--- src/hw/rtl/step_doubling_error_estimator_macros.svh ---
// Assertion helpers for the error estimator
`ifndef STEP_DOUBLING_ERROR_ESTIMATOR_MACROS_SVH
`define STEP_DOUBLING_ERROR_ESTIMATOR_MACROS_SVH

// same-cycle implication
`define SDE_ASSERT_NOW(label, clk, rst_n, cond, expr) \
    label: assert property (@(posedge clk) disable iff (!rst_n) (cond) |-> (expr)) \
        else $error("sde assertion failed");

// next-cycle implication
`define SDE_ASSERT_NEXT(label, clk, rst_n, cond, expr) \
    label: assert property (@(posedge clk) disable iff (!rst_n) (cond) |=> (expr)) \
        else $error("sde assertion failed");

`endif

--- src/hw/rtl/sde_pkg.sv ---
package sde_pkg;

    localparam logic [2:0] REG_ATOL  = 3'd0;
    localparam logic [2:0] REG_RTOL  = 3'd1;
    localparam logic [2:0] REG_ORDER = 3'd2;
    localparam logic [2:0] REG_VEL   = 3'd3;

    localparam logic [31:0] ATOL_RESET  = 32'd65;
    localparam logic [31:0] RTOL_RESET  = 32'd4295;
    localparam logic [3:0]  ORDER_RESET = 4'd2;

    localparam logic [47:0] RATIO_MAX = 48'hFFFF_FFFF_FFFF;
    localparam logic [31:0] EST_MAX   = 32'hFFFF_FFFF;

    typedef struct packed {
        logic [31:0] atol;
        logic [31:0] rtol;
        logic [3:0]  order;
        logic        use_vel;
    } cfg_t;

    typedef struct packed {
        logic last;
        logic two_pairs;
    } head_ctl_t;

endpackage

--- src/hw/rtl/sde_front.sv ---
module sde_front #(
    parameter int VALUE_WIDTH = 32
) (
    input  logic                          clk,
    input  logic                          rst_n,
    input  logic                          push,
    output logic                          full,
    input  logic signed [VALUE_WIDTH-1:0] coarse_position,
    input  logic signed [VALUE_WIDTH-1:0] fine_position,
    input  logic signed [VALUE_WIDTH-1:0] coarse_speed,
    input  logic signed [VALUE_WIDTH-1:0] fine_speed,
    input  logic                          last_element,
    input  logic                          use_vel,
    input  logic                          q_pop,
    output logic                          q_empty,
    output logic signed [VALUE_WIDTH-1:0] head_cp,
    output logic signed [VALUE_WIDTH-1:0] head_fp,
    output logic signed [VALUE_WIDTH-1:0] head_cs,
    output logic signed [VALUE_WIDTH-1:0] head_fs,
    output sde_pkg::head_ctl_t            head_ctl
);

    logic signed [VALUE_WIDTH-1:0] cp_reg [2];
    logic signed [VALUE_WIDTH-1:0] fp_reg [2];
    logic signed [VALUE_WIDTH-1:0] cs_reg [2];
    logic signed [VALUE_WIDTH-1:0] fs_reg [2];
    sde_pkg::head_ctl_t            ctl_reg [2];
    logic                          wr_ptr_reg, rd_ptr_reg;
    logic [1:0]                    count_reg, count_next;
    logic                          do_push, do_pop;

    assign full     = (count_reg == 2'd2);
    assign q_empty  = (count_reg == 2'd0);
    assign do_push  = push && !full;
    assign do_pop   = q_pop && !q_empty;
    assign head_cp  = cp_reg[rd_ptr_reg];
    assign head_fp  = fp_reg[rd_ptr_reg];
    assign head_cs  = cs_reg[rd_ptr_reg];
    assign head_fs  = fs_reg[rd_ptr_reg];
    assign head_ctl = ctl_reg[rd_ptr_reg];

    always_comb
    begin
        count_next = count_reg;
        if (do_push && !do_pop)
        begin
            count_next = count_reg + 2'd1;
        end
        else if (do_pop && !do_push)
        begin
            count_next = count_reg - 2'd1;
        end
    end

    always_ff @(posedge clk or negedge rst_n)
    begin
        if (!rst_n)
        begin
            wr_ptr_reg <= 1'b0;
            rd_ptr_reg <= 1'b0;
            count_reg  <= 2'd0;
        end
        else
        begin
            count_reg <= count_next;
            if (do_push)
            begin
                wr_ptr_reg <= !wr_ptr_reg;
            end
            if (do_pop)
            begin
                rd_ptr_reg <= !rd_ptr_reg;
            end
        end
    end

    always_ff @(posedge clk)
    begin
        if (do_push)
        begin
            cp_reg[wr_ptr_reg]            <= coarse_position;
            fp_reg[wr_ptr_reg]            <= fine_position;
            cs_reg[wr_ptr_reg]            <= coarse_speed;
            fs_reg[wr_ptr_reg]            <= fine_speed;
            ctl_reg[wr_ptr_reg].last      <= last_element;
            ctl_reg[wr_ptr_reg].two_pairs <= use_vel;
        end
    end

endmodule

--- src/hw/rtl/sde_div.sv ---
module sde_div #(
    parameter int NUM_W = 49,
    parameter int DEN_W = 33
) (
    input  logic             clk,
    input  logic             rst_n,
    input  logic             start,
    input  logic [NUM_W-1:0] num,
    input  logic [DEN_W-1:0] den,
    output logic             done,
    output logic [NUM_W-1:0] quo
);

    localparam int CW = $clog2(NUM_W + 1);

    logic [NUM_W-1:0] quo_reg;
    logic [DEN_W-1:0] rem_reg;
    logic [DEN_W-1:0] den_reg;
    logic [CW-1:0]    cnt_reg;
    logic             busy_reg, done_reg;
    logic [DEN_W:0]   trial;
    logic             fits;

    assign trial = {rem_reg, quo_reg[NUM_W-1]};
    assign fits  = (trial >= {1'b0, den_reg});
    assign done  = done_reg;
    assign quo   = quo_reg;

    always_ff @(posedge clk or negedge rst_n)
    begin
        if (!rst_n)
        begin
            busy_reg <= 1'b0;
            done_reg <= 1'b0;
            cnt_reg  <= '0;
        end
        else
        begin
            done_reg <= 1'b0;
            if (start)
            begin
                busy_reg <= 1'b1;
                cnt_reg  <= '0;
            end
            else if (busy_reg)
            begin
                cnt_reg <= cnt_reg + CW'(1);
                if (cnt_reg == CW'(NUM_W - 1))
                begin
                    busy_reg <= 1'b0;
                    done_reg <= 1'b1;
                end
            end
        end
    end

    always_ff @(posedge clk)
    begin
        if (start)
        begin
            quo_reg <= num;
            den_reg <= den;
            rem_reg <= '0;
        end
        else if (busy_reg)
        begin
            quo_reg <= {quo_reg[NUM_W-2:0], fits};
            rem_reg <= fits ? DEN_W'(trial - {1'b0, den_reg}) : trial[DEN_W-1:0];
        end
    end

endmodule

--- src/hw/rtl/sde_back.sv ---
module sde_back #(
    parameter int VALUE_WIDTH = 32
) (
    input  logic                          clk,
    input  logic                          rst_n,
    input  sde_pkg::cfg_t                 cfg,
    input  logic                          q_empty,
    input  logic signed [VALUE_WIDTH-1:0] head_cp,
    input  logic signed [VALUE_WIDTH-1:0] head_fp,
    input  logic signed [VALUE_WIDTH-1:0] head_cs,
    input  logic signed [VALUE_WIDTH-1:0] head_fs,
    input  sde_pkg::head_ctl_t            head_ctl,
    output logic                          q_pop,
    output logic                          busy,
    input  logic                          pop,
    output logic                          empty,
    output logic [31:0]                   error_estimate,
    output logic                          saturated
);

    localparam int VW    = VALUE_WIDTH;
    localparam int FULLW = VW + 17;
    localparam int NW    = (FULLW > 64) ? 64 : FULLW;
    localparam int DNW   = (NW > 48) ? NW : 48;
    localparam int SW    = ((VW > 32) ? VW : 32) + 1;

    localparam logic [2:0] ST_IDLE  = 3'd0;
    localparam logic [2:0] ST_MUL   = 3'd1;
    localparam logic [2:0] ST_SCALE = 3'd2;
    localparam logic [2:0] ST_DIV   = 3'd3;
    localparam logic [2:0] ST_NEXT  = 3'd4;
    localparam logic [2:0] ST_EST   = 3'd5;
    localparam logic [2:0] ST_EMIT  = 3'd6;

    logic [2:0]    state_reg, state_next;
    logic          pair_reg, pair_next;
    logic [VW:0]   diff_reg, diff_next;
    logic [VW-1:0] big_reg, big_next;
    logic [VW:0]   acc_reg, acc_next;
    logic [31:0]   rsh_reg, rsh_next;
    logic [4:0]    cnt_reg, cnt_next;
    logic [47:0]   max_reg, max_next;
    logic          ovf_reg, ovf_next;
    logic [31:0]   est_reg, est_next;
    logic          sat_reg, sat_next;
    logic          oval_reg, oval_next;
    logic [31:0]   res_est_reg;
    logic          res_sat_reg;

    logic signed [VW-1:0] src_c, src_f;
    logic signed [VW:0]   dsub, ce, fe;
    logic [VW:0]          mc, mf;
    logic [VW:0]          sum;
    logic [SW-1:0]        scale_w;
    logic [FULLW-1:0]     num_full;
    logic                 div_start, div_done;
    logic [DNW-1:0]       div_num, div_quo;
    logic [SW-1:0]        div_den;
    logic                 out_free;

    assign src_c    = (state_reg == ST_IDLE) ? head_cp : head_cs;
    assign src_f    = (state_reg == ST_IDLE) ? head_fp : head_fs;
    assign ce       = (VW+1)'(src_c);
    assign fe       = (VW+1)'(src_f);
    assign dsub     = fe - ce;
    assign mc       = ce[VW] ? (VW+1)'(-ce) : ce;
    assign mf       = fe[VW] ? (VW+1)'(-fe) : fe;
    assign sum      = acc_reg + (rsh_reg[0] ? {1'b0, big_reg} : '0);
    assign scale_w  = SW'(cfg.atol) + SW'(acc_reg);
    assign num_full = {diff_reg, 16'd0};
    assign out_free = !oval_reg || pop;

    assign empty          = !oval_reg;
    assign error_estimate = res_est_reg;
    assign saturated      = res_sat_reg;
    assign busy           = (state_reg != ST_IDLE);

    sde_div #(
        .NUM_W (DNW),
        .DEN_W (SW)
    ) u_div (
        .clk   (clk),
        .rst_n (rst_n),
        .start (div_start),
        .num   (div_num),
        .den   (div_den),
        .done  (div_done),
        .quo   (div_quo)
    );

    always_comb
    begin
        state_next = state_reg;
        pair_next  = pair_reg;
        diff_next  = diff_reg;
        big_next   = big_reg;
        acc_next   = acc_reg;
        rsh_next   = rsh_reg;
        cnt_next   = cnt_reg;
        max_next   = max_reg;
        ovf_next   = ovf_reg;
        est_next   = est_reg;
        sat_next   = sat_reg;
        oval_next  = oval_reg && !pop;
        q_pop      = 1'b0;
        div_start  = 1'b0;
        div_num    = DNW'(num_full[NW-1:0]);
        div_den    = scale_w;
        case (state_reg)
            ST_IDLE:
            begin
                if (!q_empty)
                begin
                    pair_next  = 1'b0;
                    diff_next  = dsub[VW] ? (VW+1)'(-dsub) : dsub;
                    big_next   = (mc > mf) ? mc[VW-1:0] : mf[VW-1:0];
                    acc_next   = '0;
                    rsh_next   = cfg.rtol;
                    cnt_next   = '0;
                    state_next = ST_MUL;
                end
            end
            ST_MUL:
            begin
                acc_next = {1'b0, sum[VW:1]};
                rsh_next = {1'b0, rsh_reg[31:1]};
                cnt_next = cnt_reg + 5'd1;
                if (cnt_reg == 5'd31)
                begin
                    state_next = ST_SCALE;
                end
            end
            ST_SCALE:
            begin
                if (scale_w == '0)
                begin
                    ovf_next   = 1'b1;
                    max_next   = sde_pkg::RATIO_MAX;
                    state_next = ST_NEXT;
                end
                else
                begin
                    div_start  = 1'b1;
                    state_next = ST_DIV;
                end
            end
            ST_DIV:
            begin
                if (div_done)
                begin
                    if (div_quo > DNW'(sde_pkg::RATIO_MAX))
                    begin
                        ovf_next = 1'b1;
                        max_next = sde_pkg::RATIO_MAX;
                    end
                    else if (div_quo[47:0] > max_reg)
                    begin
                        max_next = div_quo[47:0];
                    end
                    state_next = ST_NEXT;
                end
            end
            ST_NEXT:
            begin
                if (!pair_reg && head_ctl.two_pairs)
                begin
                    pair_next  = 1'b1;
                    diff_next  = dsub[VW] ? (VW+1)'(-dsub) : dsub;
                    big_next   = (mc > mf) ? mc[VW-1:0] : mf[VW-1:0];
                    acc_next   = '0;
                    rsh_next   = cfg.rtol;
                    cnt_next   = '0;
                    state_next = ST_MUL;
                end
                else if (!head_ctl.last)
                begin
                    q_pop      = 1'b1;
                    state_next = ST_IDLE;
                end
                else if (cfg.atol == '0 || cfg.rtol == '0 || cfg.order == '0 || ovf_reg)
                begin
                    est_next   = sde_pkg::EST_MAX;
                    sat_next   = 1'b1;
                    state_next = ST_EMIT;
                end
                else
                begin
                    div_start  = 1'b1;
                    div_num    = DNW'(max_reg);
                    div_den    = SW'((16'd1 << cfg.order) - 16'd1);
                    state_next = ST_EST;
                end
            end
            ST_EST:
            begin
                if (div_done)
                begin
                    if (div_quo > DNW'(sde_pkg::EST_MAX))
                    begin
                        est_next = sde_pkg::EST_MAX;
                        sat_next = 1'b1;
                    end
                    else
                    begin
                        est_next = div_quo[31:0];
                        sat_next = 1'b0;
                    end
                    state_next = ST_EMIT;
                end
            end
            ST_EMIT:
            begin
                if (out_free)
                begin
                    oval_next  = 1'b1;
                    max_next   = '0;
                    ovf_next   = 1'b0;
                    q_pop      = 1'b1;
                    state_next = ST_IDLE;
                end
            end
            default:
            begin
                state_next = ST_IDLE;
            end
        endcase
    end

    always_ff @(posedge clk or negedge rst_n)
    begin
        if (!rst_n)
        begin
            state_reg <= ST_IDLE;
            max_reg   <= '0;
            ovf_reg   <= 1'b0;
            oval_reg  <= 1'b0;
        end
        else
        begin
            state_reg <= state_next;
            max_reg   <= max_next;
            ovf_reg   <= ovf_next;
            oval_reg  <= oval_next;
        end
    end

    // the result register takes est/sat only on emit
    always_ff @(posedge clk)
    begin
        pair_reg <= pair_next;
        diff_reg <= diff_next;
        big_reg  <= big_next;
        acc_reg  <= acc_next;
        rsh_reg  <= rsh_next;
        cnt_reg  <= cnt_next;
        est_reg  <= est_next;
        sat_reg  <= sat_next;
        if (state_reg == ST_EMIT && out_free)
        begin
            res_est_reg <= est_reg;
            res_sat_reg <= sat_reg;
        end
    end

endmodule

--- src/hw/rtl/step_doubling_error_estimator.sv ---
// Channel  | Handshake                 | Payload
// input    | push / full               | coarse/fine position, coarse/fine speed, last_element
// result   | empty / pop               | error_estimate, saturated
// config   | cfg_valid / cfg_ready     | cfg_index, cfg_data
//
// A pair runs a shift-add tolerance product over the 32 bits of rtol, a scale step, a divide
// on a divider of width DW = max(VALUE_WIDTH+17 capped at 64, 48), and a wrap-up step; the
// first pair adds an issue step. An item holds one pair, or two with velocity, and a last
// item adds a divide by 2^p-1 on the same divider, then an emit.
// A two-entry input queue lets the front take items while the back works; reset clears it,
// the running maximum, the result slot and the state register; a result waits for a free slot.
module step_doubling_error_estimator #(
    parameter int VALUE_WIDTH = 32
) (
    input  logic                          clk,
    input  logic                          rst_n,
    input  logic                          push,
    output logic                          full,
    input  logic signed [VALUE_WIDTH-1:0] coarse_position,
    input  logic signed [VALUE_WIDTH-1:0] fine_position,
    input  logic signed [VALUE_WIDTH-1:0] coarse_speed,
    input  logic signed [VALUE_WIDTH-1:0] fine_speed,
    input  logic                          last_element,
    input  logic                          pop,
    output logic                          empty,
    output logic [31:0]                   error_estimate,
    output logic                          saturated,
    input  logic                          cfg_valid,
    output logic                          cfg_ready,
    input  logic [2:0]                    cfg_index,
    input  logic [31:0]                   cfg_data
);

`include "step_doubling_error_estimator_macros.svh"

    sde_pkg::cfg_t      cfg_reg;
    sde_pkg::head_ctl_t head_ctl;
    logic                          q_pop, q_empty, busy;
    logic signed [VALUE_WIDTH-1:0] head_cp, head_fp, head_cs, head_fs;

    assign cfg_ready = 1'b1;

    always_ff @(posedge clk or negedge rst_n)
    begin
        if (!rst_n)
        begin
            cfg_reg.atol    <= sde_pkg::ATOL_RESET;
            cfg_reg.rtol    <= sde_pkg::RTOL_RESET;
            cfg_reg.order   <= sde_pkg::ORDER_RESET;
            cfg_reg.use_vel <= 1'b1;
        end
        else if (cfg_valid && cfg_ready)
        begin
            case (cfg_index)
                sde_pkg::REG_ATOL:  cfg_reg.atol    <= cfg_data;
                sde_pkg::REG_RTOL:  cfg_reg.rtol    <= cfg_data;
                sde_pkg::REG_ORDER: cfg_reg.order   <= cfg_data[3:0];
                sde_pkg::REG_VEL:   cfg_reg.use_vel <= cfg_data[0];
                default:
                begin
                end
            endcase
        end
    end

    sde_front #(
        .VALUE_WIDTH (VALUE_WIDTH)
    ) u_front (
        .clk             (clk),
        .rst_n           (rst_n),
        .push            (push),
        .full            (full),
        .coarse_position (coarse_position),
        .fine_position   (fine_position),
        .coarse_speed    (coarse_speed),
        .fine_speed      (fine_speed),
        .last_element    (last_element),
        .use_vel         (cfg_reg.use_vel),
        .q_pop           (q_pop),
        .q_empty         (q_empty),
        .head_cp         (head_cp),
        .head_fp         (head_fp),
        .head_cs         (head_cs),
        .head_fs         (head_fs),
        .head_ctl        (head_ctl)
    );

    sde_back #(
        .VALUE_WIDTH (VALUE_WIDTH)
    ) u_back (
        .clk            (clk),
        .rst_n          (rst_n),
        .cfg            (cfg_reg),
        .q_empty        (q_empty),
        .head_cp        (head_cp),
        .head_fp        (head_fp),
        .head_cs        (head_cs),
        .head_fs        (head_fs),
        .head_ctl       (head_ctl),
        .q_pop          (q_pop),
        .busy           (busy),
        .pop            (pop),
        .empty          (empty),
        .error_estimate (error_estimate),
        .saturated      (saturated)
    );

    `SDE_ASSERT_NOW(a_sat_all_ones, clk, rst_n, !empty && saturated, error_estimate == 32'hFFFF_FFFF)
    `SDE_ASSERT_NOW(a_busy_has_item, clk, rst_n, busy, !q_empty)
    `SDE_ASSERT_NEXT(a_push_fills, clk, rst_n, push && !full, !q_empty)

endmodule
--- config.mk ---
export PLATFORM = sky130hd
export DESIGN_NAME = step_doubling_error_estimator
export DESIGN_NICKNAME = d
export VERILOG_FILES = /design/src/hw/rtl/sde_pkg.sv /design/src/hw/rtl/sde_front.sv /design/src/hw/rtl/sde_div.sv /design/src/hw/rtl/sde_back.sv /design/src/hw/rtl/step_doubling_error_estimator.sv
export VERILOG_INCLUDE_DIRS = /design/src /design/src/hw/rtl
export SDC_FILE = /design/constraint.sdc
export NUM_CORES = 1
export LEC_CHECK = 0
export ABC_AREA = 1
export BUFFER_PORTS_ARGS = -buffer_cell sky130_fd_sc_hd__buf_2
export CAP_MARGIN = 20
export CELL_PAD_IN_SITES_DETAIL_PLACEMENT = 1
export CELL_PAD_IN_SITES_GLOBAL_PLACEMENT = 2
export CORE_ASPECT_RATIO = 1.25
export CORE_MARGIN = 4
export CORE_UTILIZATION = 40
export CTS_CLUSTER_DIAMETER = 100
export CTS_CLUSTER_SIZE = 30
export DETAILED_ROUTE_END_ITERATION = 12
export PLACE_DENSITY = 0.91
export REMOVE_ABC_BUFFERS = 1
export SLEW_MARGIN = 5
export SYNTH_ARGS = -nofsm -noshare
export SYNTH_HDL_FRONTEND = slang
export SYNTH_SLANG_ARGS = --single-unit
--- constraint.sdc ---
create_clock -name clk -period 20.3 [get_ports clk]
set_input_delay 1.015 -clock clk [delete_from_list [all_inputs] [get_ports clk]]
set_output_delay 1.015 -clock clk [all_outputs]
set_load 0.05 [all_outputs]
# Word level (Yosys, flattened, before mapping)
# Memories as Yosys holds them, arrays and structs flattened.
# Index checks and enable logic that the tools add are counted.
dict set report word_totals {
  n_memories 5
  word_cells 209
  reg_bits 451
  output_inout_bits 36
  ramBits 260
  input_bits 169
}
dict set report op_classes {
  shift 1
  order_cmp 5
  reduce_logical 43
  add_sub_neg 12
  n_eq_ne 24
  muxes 92
}
# name words word_bits read_ports rd_clocked_by_memory_dff wr line_no
set mem_list {}
lappend mem_list {u_front.cp_reg 2 32 1 0 1 sde_front.sv:23} ;# logic signed [VALUE_WIDTH-1:0] cp_reg [2];
lappend mem_list {u_front.cs_reg 2 32 1 0 1 sde_front.sv:25} ;# logic signed [VALUE_WIDTH-1:0] cs_reg [2];
lappend mem_list {u_front.fp_reg 2 32 1 0 1 sde_front.sv:24} ;# logic signed [VALUE_WIDTH-1:0] fp_reg [2];
lappend mem_list {u_front.fs_reg 2 32 1 0 1 sde_front.sv:26} ;# logic signed [VALUE_WIDTH-1:0] fs_reg [2];
lappend mem_list {u_front.ctl_reg 2 2 1 0 1 sde_front.sv:27} ;# sde_pkg::head_ctl_t ctl_reg [2];
# op n
set ops {}
lappend ops {{32-bit 2-to-1 mux} 13}
lappend ops {{33-bit 2-to-1 mux} 12}
lappend ops {{49-bit 2-to-1 mux} 6}
lappend ops {{48-bit 2-to-1 mux} 5}
lappend ops {{48-bit case mux with 3 select lines} 1}
lappend ops {{32-bit case mux with 2 select lines} 2}
lappend ops {{33-bit case mux with 3 select lines} 1}
lappend ops {{32-bit case mux with 3 select lines} 1}
lappend ops {{32-bit negator with 33-bit output} 2}
lappend ops {{33-bit case mux with 2 select lines} 1}
lappend ops {{32-bit zero test} 2}
lappend ops {{49-bit by 32-bit greater-than comparator with 1-bit output, second input constant} 1}
lappend ops {{49-bit by 48-bit greater-than comparator with 1-bit output, second input constant} 1}
lappend ops {{48-bit greater-than comparator} 1}
lappend ops {{34-bit by 33-bit >= comparator with 1-bit output} 1}
lappend ops {{32-bit by 33-bit adder with 33-bit output} 1}
lappend ops {{33-bit adder} 1}
lappend ops {{33-bit greater-than comparator} 1}
lappend ops {{33-bit zero test} 1}
lappend ops {{33-bit negator} 1}
lappend ops {{1-bit by 4-bit << shifter with 33-bit output, first input constant} 1}
lappend ops {{32-bit by 32-bit subtractor with 33-bit output} 1}
lappend ops {{33-bit by 1-bit subtractor with 33-bit output, second input constant} 1}
lappend ops {{33-bit subtractor} 1}
lappend ops {{33 further kinds} 118}

# Longest topological paths before layout
dict set report logic_depth {
  word_depth 9
  mapped_depth 30
  mapped_depth_nobuf 28
}

# By module
# Synthesis repeated with hierarchy kept, for this count alone.
dict set report hier_totals {
  cells_unflattened 5635
  hier_area_um2 44108.6
}
# module seq_area_each_um2 instances cells_each area_each_um2
set by_module_without_submodules {}
lappend by_module_without_submodules {sde_back 7362.1 1 3515 23785.3}
lappend by_module_without_submodules {sde_front 7907.6 1 711 9715.6}
lappend by_module_without_submodules {sde_div 3323.2 1 1099 7838.8}
lappend by_module_without_submodules {step_doubling_error_estimator 1739.2 1 310 2768.9}

# Worst setup path before layout
# OpenSTA, ideal clock, no wires.
dict set report synth_timing {
  kind {input-to-reg}
  from {input port push}
  to {memory u_front.cp_reg[1][0], enable pin}
  arrival_ps 6578
  setup_time_ps 623
  path_stages 2
  setup_slack_ps 13099
  n_path_buf 0
  t_required_ps 19677
  cell_sequence {o21ai_0 nor2_1}
}
dict set report synth_between {
  elab_chain_cells 3
}
# element line_no
set synth_lines {}
lappend synth_lines {{from (decl)} step_doubling_error_estimator.sv:17} ;# input logic push,
lappend synth_lines {{1-bit logical AND} sde_front.sv:34} ;# assign do_push = push && !full;
lappend synth_lines {{1-bit 2-to-1 mux} sde_front.sv:79} ;# if (do_push)
lappend synth_lines {{1-bit 2-to-1 mux (implied by the code)} sde_front.sv:81} ;# cp_reg[wr_ptr_reg] <= coarse_position;
lappend synth_lines {{to (decl)} sde_front.sv:23}
# No other way between the ends.

# Worst setup path in the final report
dict set report layout_timing {
  from {register u_back.state_reg[2]}
  to {register u_back.big_reg[15] (data pin)}
}
dict set report layout_between {
  elab_chain_cells 8
  elab_cells_between_ends 13
  cone_classes {2 x add/sub; 1 x order compare; 1 x eq/ne; 8 x mux; 1 x reduce/logical}
}
# element line_no
set layout_lines {}
lappend layout_lines {{from (decl)} sde_back.sv:35} ;# logic [2:0] state_reg, state_next;
lappend layout_lines {{from (signal assigned)} sde_back.sv:240} ;# state_reg <= state_next;
lappend layout_lines {{3-bit zero test} {sde_back.sv:61, sde_back.sv:62, sde_back.sv:109}}
lappend layout_lines {{32-bit 2-to-1 mux (on tied branches)} {sde_back.sv:61, sde_back.sv:62}}
lappend layout_lines {{32-bit negator with 33-bit output (on tied branches)} {sde_back.sv:66, sde_back.sv:67}}
lappend layout_lines {{33-bit 2-to-1 mux (on tied branches)} {sde_back.sv:66, sde_back.sv:67}}
lappend layout_lines {{33-bit greater-than comparator} {sde_back.sv:116, sde_back.sv:169}}
lappend layout_lines {{32-bit 2-to-1 mux} {sde_back.sv:116, sde_back.sv:169}}
lappend layout_lines {{32-bit 2-to-1 mux (on tied branches)} {sde_back.sv:165, sde_back.sv:112}}
lappend layout_lines {{32-bit case mux with 2 select lines *} sde_back.sv:109} ;# case (state_reg)
lappend layout_lines {{named net u_back.big_next[15]} sde_back.sv:38} ;# logic [VW-1:0] big_reg, big_next;
lappend layout_lines {{to (signal assigned)} sde_back.sv:252} ;# big_reg <= big_next;
lappend layout_lines {{to (decl)} sde_back.sv:38}
# The timed path passes the listed nets; every way through them passes the cells marked *. The select of a mux whose other input is x is not followed.
# A chain may end at the register's enable or synchronous reset.

==> impl_metrics.json <==
{
  "vias": 34700,
  "largest_register_ffs": 69,
  "clock_skew_ns": 0.05012,
  "grt_use_total_pct": 23.66,
  "maxSlewViolCount": 0,
  "multiInputGateArea_um2": 18750,
  "rsz0062_at_grt": "no",
  "area.growth.synth_to_final_pct": 8.444,
  "post_cts_buffers": 0,
  "tns_ns": 0,
  "cpMostUsedCell": "nand2_1",
  "syn_avg_cell_area_um2": 8.319,
  "synth_top_area_share_pct": 38.54,
  "die_h_um": 371.6,
  "fin_nets": 5596,
  "grt_start_max_net_pins": 88,
  "cts-resized-gates": 0,
  "fmax_mhz": 145.3,
  "die_w_um": 298.9,
  "hold_path.class": "primary input to asynchronous set/reset pin",
  "finalInstanceArea_um2": 45880,
  "routed_via_density": 5.219,
  "coreArea_um2": 105200,
  "post-route-period-util_pct": 33.89,
  "worstSetupPathType": "flip-flop to flip-flop",
  "async_flop_share_pct": 18.87,
  "synth_cell_types": 68,
  "cts_tree": "yes",
  "worst_slew_pin_slew_ns": 1.012,
  "setup_viol": 0,
  "timing.rr.start": "u_back.state_reg[2]$_DFFE_PN0P_",
  "start_util_pct": 40.22,
  "crit_slowest_cell": "nor4_1",
  "clk_transition_reported_paths_ns": 0.12,
  "yosysSeqAreaShare_pct": 48.06,
  "reg2reg_slack_ns": 13.42,
  "layout.cells.non_filler": 6648,
  "cts_max_level": 2,
  "gp_congestion": 0.9396,
  "syn_area_um2": 42300,
  "synth.top_cells.by_count": "nand2_1 (1,605), inv_1 (628), edfxtp_1 (543), nor2_1 (324), a21oi_1 (275)",
  "yosysTopAreaCell": "edfxtp_1",
  "hpwl_mm": 102.2,
  "root_buffer": "clkbuf_16",
  "slowest_delay_ns": 0.66,
  "cp.arrival_ns": 7.27,
  "cp_max_fo": 61,
  "dp_slack_ns": 13.52,
  "drt_iter0_markers": 1931,
  "dpl.cell_count": 6581,
  "clock_latency_ns": 0.67,
  "ff2ff_path_depth": 25,
  "fill_cells": 12730,
  "slew-limit-headroom_pct": 32.32,
  "numCtsBuffers": 35,
  "route.detailed.drc": 0,
  "maxCapViolations": 0,
  "postCtsHoldBufs": 0,
  "status": "completed",
  "yosys_warnings": 0,
  "period_minus_slack_ns": 6.880,
  "synth-edff-count": 543,
  "die_area_um2": 111100,
  "worst-path-buf-inv": 6,
  "portBuffers": 203,
  "synth-seq-cells": 710,
  "timing.rr.end": "u_back.big_reg[15]$_DFFE_PP_",
  "critical-path-top-delay-family": "simple AND/OR/NAND/NOR gates",
  "yosysMostFrequentCell": "nand2_1",
  "start_kind": "flip-flop",
  "cp-end-kind": "flip-flop",
  "grt-ovfl-total": 0,
  "antenna_cells": 0,
  "cp-startpoint": "u_back.state_reg[2]$_DFFE_PN0P_",
  "grt_pass1_wl_mm": 207.3,
  "worst_slack_ns": 13.42,
  "drive_above_1_share_pct": 8.947,
  "dpl_cell_area_um2": 44580,
  "grt_pass1_vias": 36460,
  "synth_area_leaders": "edfxtp_1 (39%), nand2_1 (14%), dfrtp_1 (7.3%)",
  "seq_area_um2": 20340,
  "row_count": 133,
  "cts_buffer_depth": 3,
  "avgRoutedWirePerCell_um": 19.87,
  "synth_flop_cell": "edfxtp_1",
  "required_ns": 20.69,
  "clock-sinks": 710,
  "io_pins": 205,
  "drt-total-wl_mm": 132.1,
  "synthCells": 5085,
  "first_pass_iters": 5,
  "ant_nets": 0,
  "antenna_found_initial": 3,
  "hold_viol_final": 0
}
[worst max path at each step]
stage / to / cells past startpoint / slack [ns]
2_1_floorplan: u_back.acc_reg[0]$_SDFFCE_PN0P_ / 6 / 10.91
3_3_place_gp: u_back.big_reg[15]$_DFFE_PP_ / 25 / 13.68
3_5_place_dp: u_back.big_reg[15]$_DFFE_PP_ / 28 / 13.52
4_1_cts: u_back.big_reg[15]$_DFFE_PP_ / 28 / 13.47
5_1_grt: u_back.big_reg[15]$_DFFE_PP_ / 28 / 12.96
6_report: u_back.big_reg[15]$_DFFE_PP_ / 25 / 13.42
[worst reg2reg max path, delay by kind of cell (launching register included)]
kind	cells	cell delay (ns)
adder cells (fa/ha/maj)	2	0.53
flip-flops	1	0.48
buffers and inverters	6	1.89
AND/OR/NAND/NOR	12	2.99
AO/OA/AOI/OAI	4	0.50
XOR/XNOR	1	0.21
[cell usage in the layout, fill, tap and decap left out, drive strengths merged, types with 24 or more instances in the layout]
cell type	netlist	routed
inv	651	660
xor2	91	91
o211ai	30	30
dfrtp	124	124
a21oi	312	312
xnor2	36	36
edfxtp	543	543
nor3	44	44
clkbuf	78	46
nand4	116	116
nor4	24	24
buf	80	239
o21ai	367	367
nor2	345	345
ha	219	219
o21a	25	25
nand3	225	225
dfxtp	33	33
nand3b	27	27
nand2	1613	1613
[logic make-up after synthesis]
group                    share of synthesized area, %
other                                         0.01775
AND/OR/NAND/NOR                                 23.71
multiplexers                                  0.04732
adder cells (fa/ha/maj)                         6.666
flip-flops                                      48.06
buffers and inverters                           7.867
AO/OA/AOI/OAI                                   10.95
XOR/XNOR                                        2.683
[layer usage]
metal	global-route usage, %	wire [um]	up-vias
li1	-	-	17020
met1	28.27	54450	16980
met2	44.17	68760	507
met3	2.406	3738	184
met4	8.283	5086	4
met5	0	31	-
[cell type report]
type / instances / area share [%]
Clock inverter: 18 / 0.6191
Timing Repair Buffer: 239 / 2.894
Clock buffer: 46 / 2.067
Multi-Input combinational cell: 3565 / 40.88
Inverter: 653 / 5.348
Tap cell: 1417 / 3.865
Sequential cell: 710 / 44.33
[stage by stage]
stage	hold slack [ns]	util (%)
2_1_floorplan	0.4003	-
3_3_place_gp	0.4047	42.39
3_5_place_dp	0.4066	42.39
4_1_cts	0.3794	43.56
5_1_grt	0.4128	43.62
6_report	0.3927	43.62
Power is not shown: default switching activity piles up to over one toggle a cycle in this logic, so the estimate is an artifact.
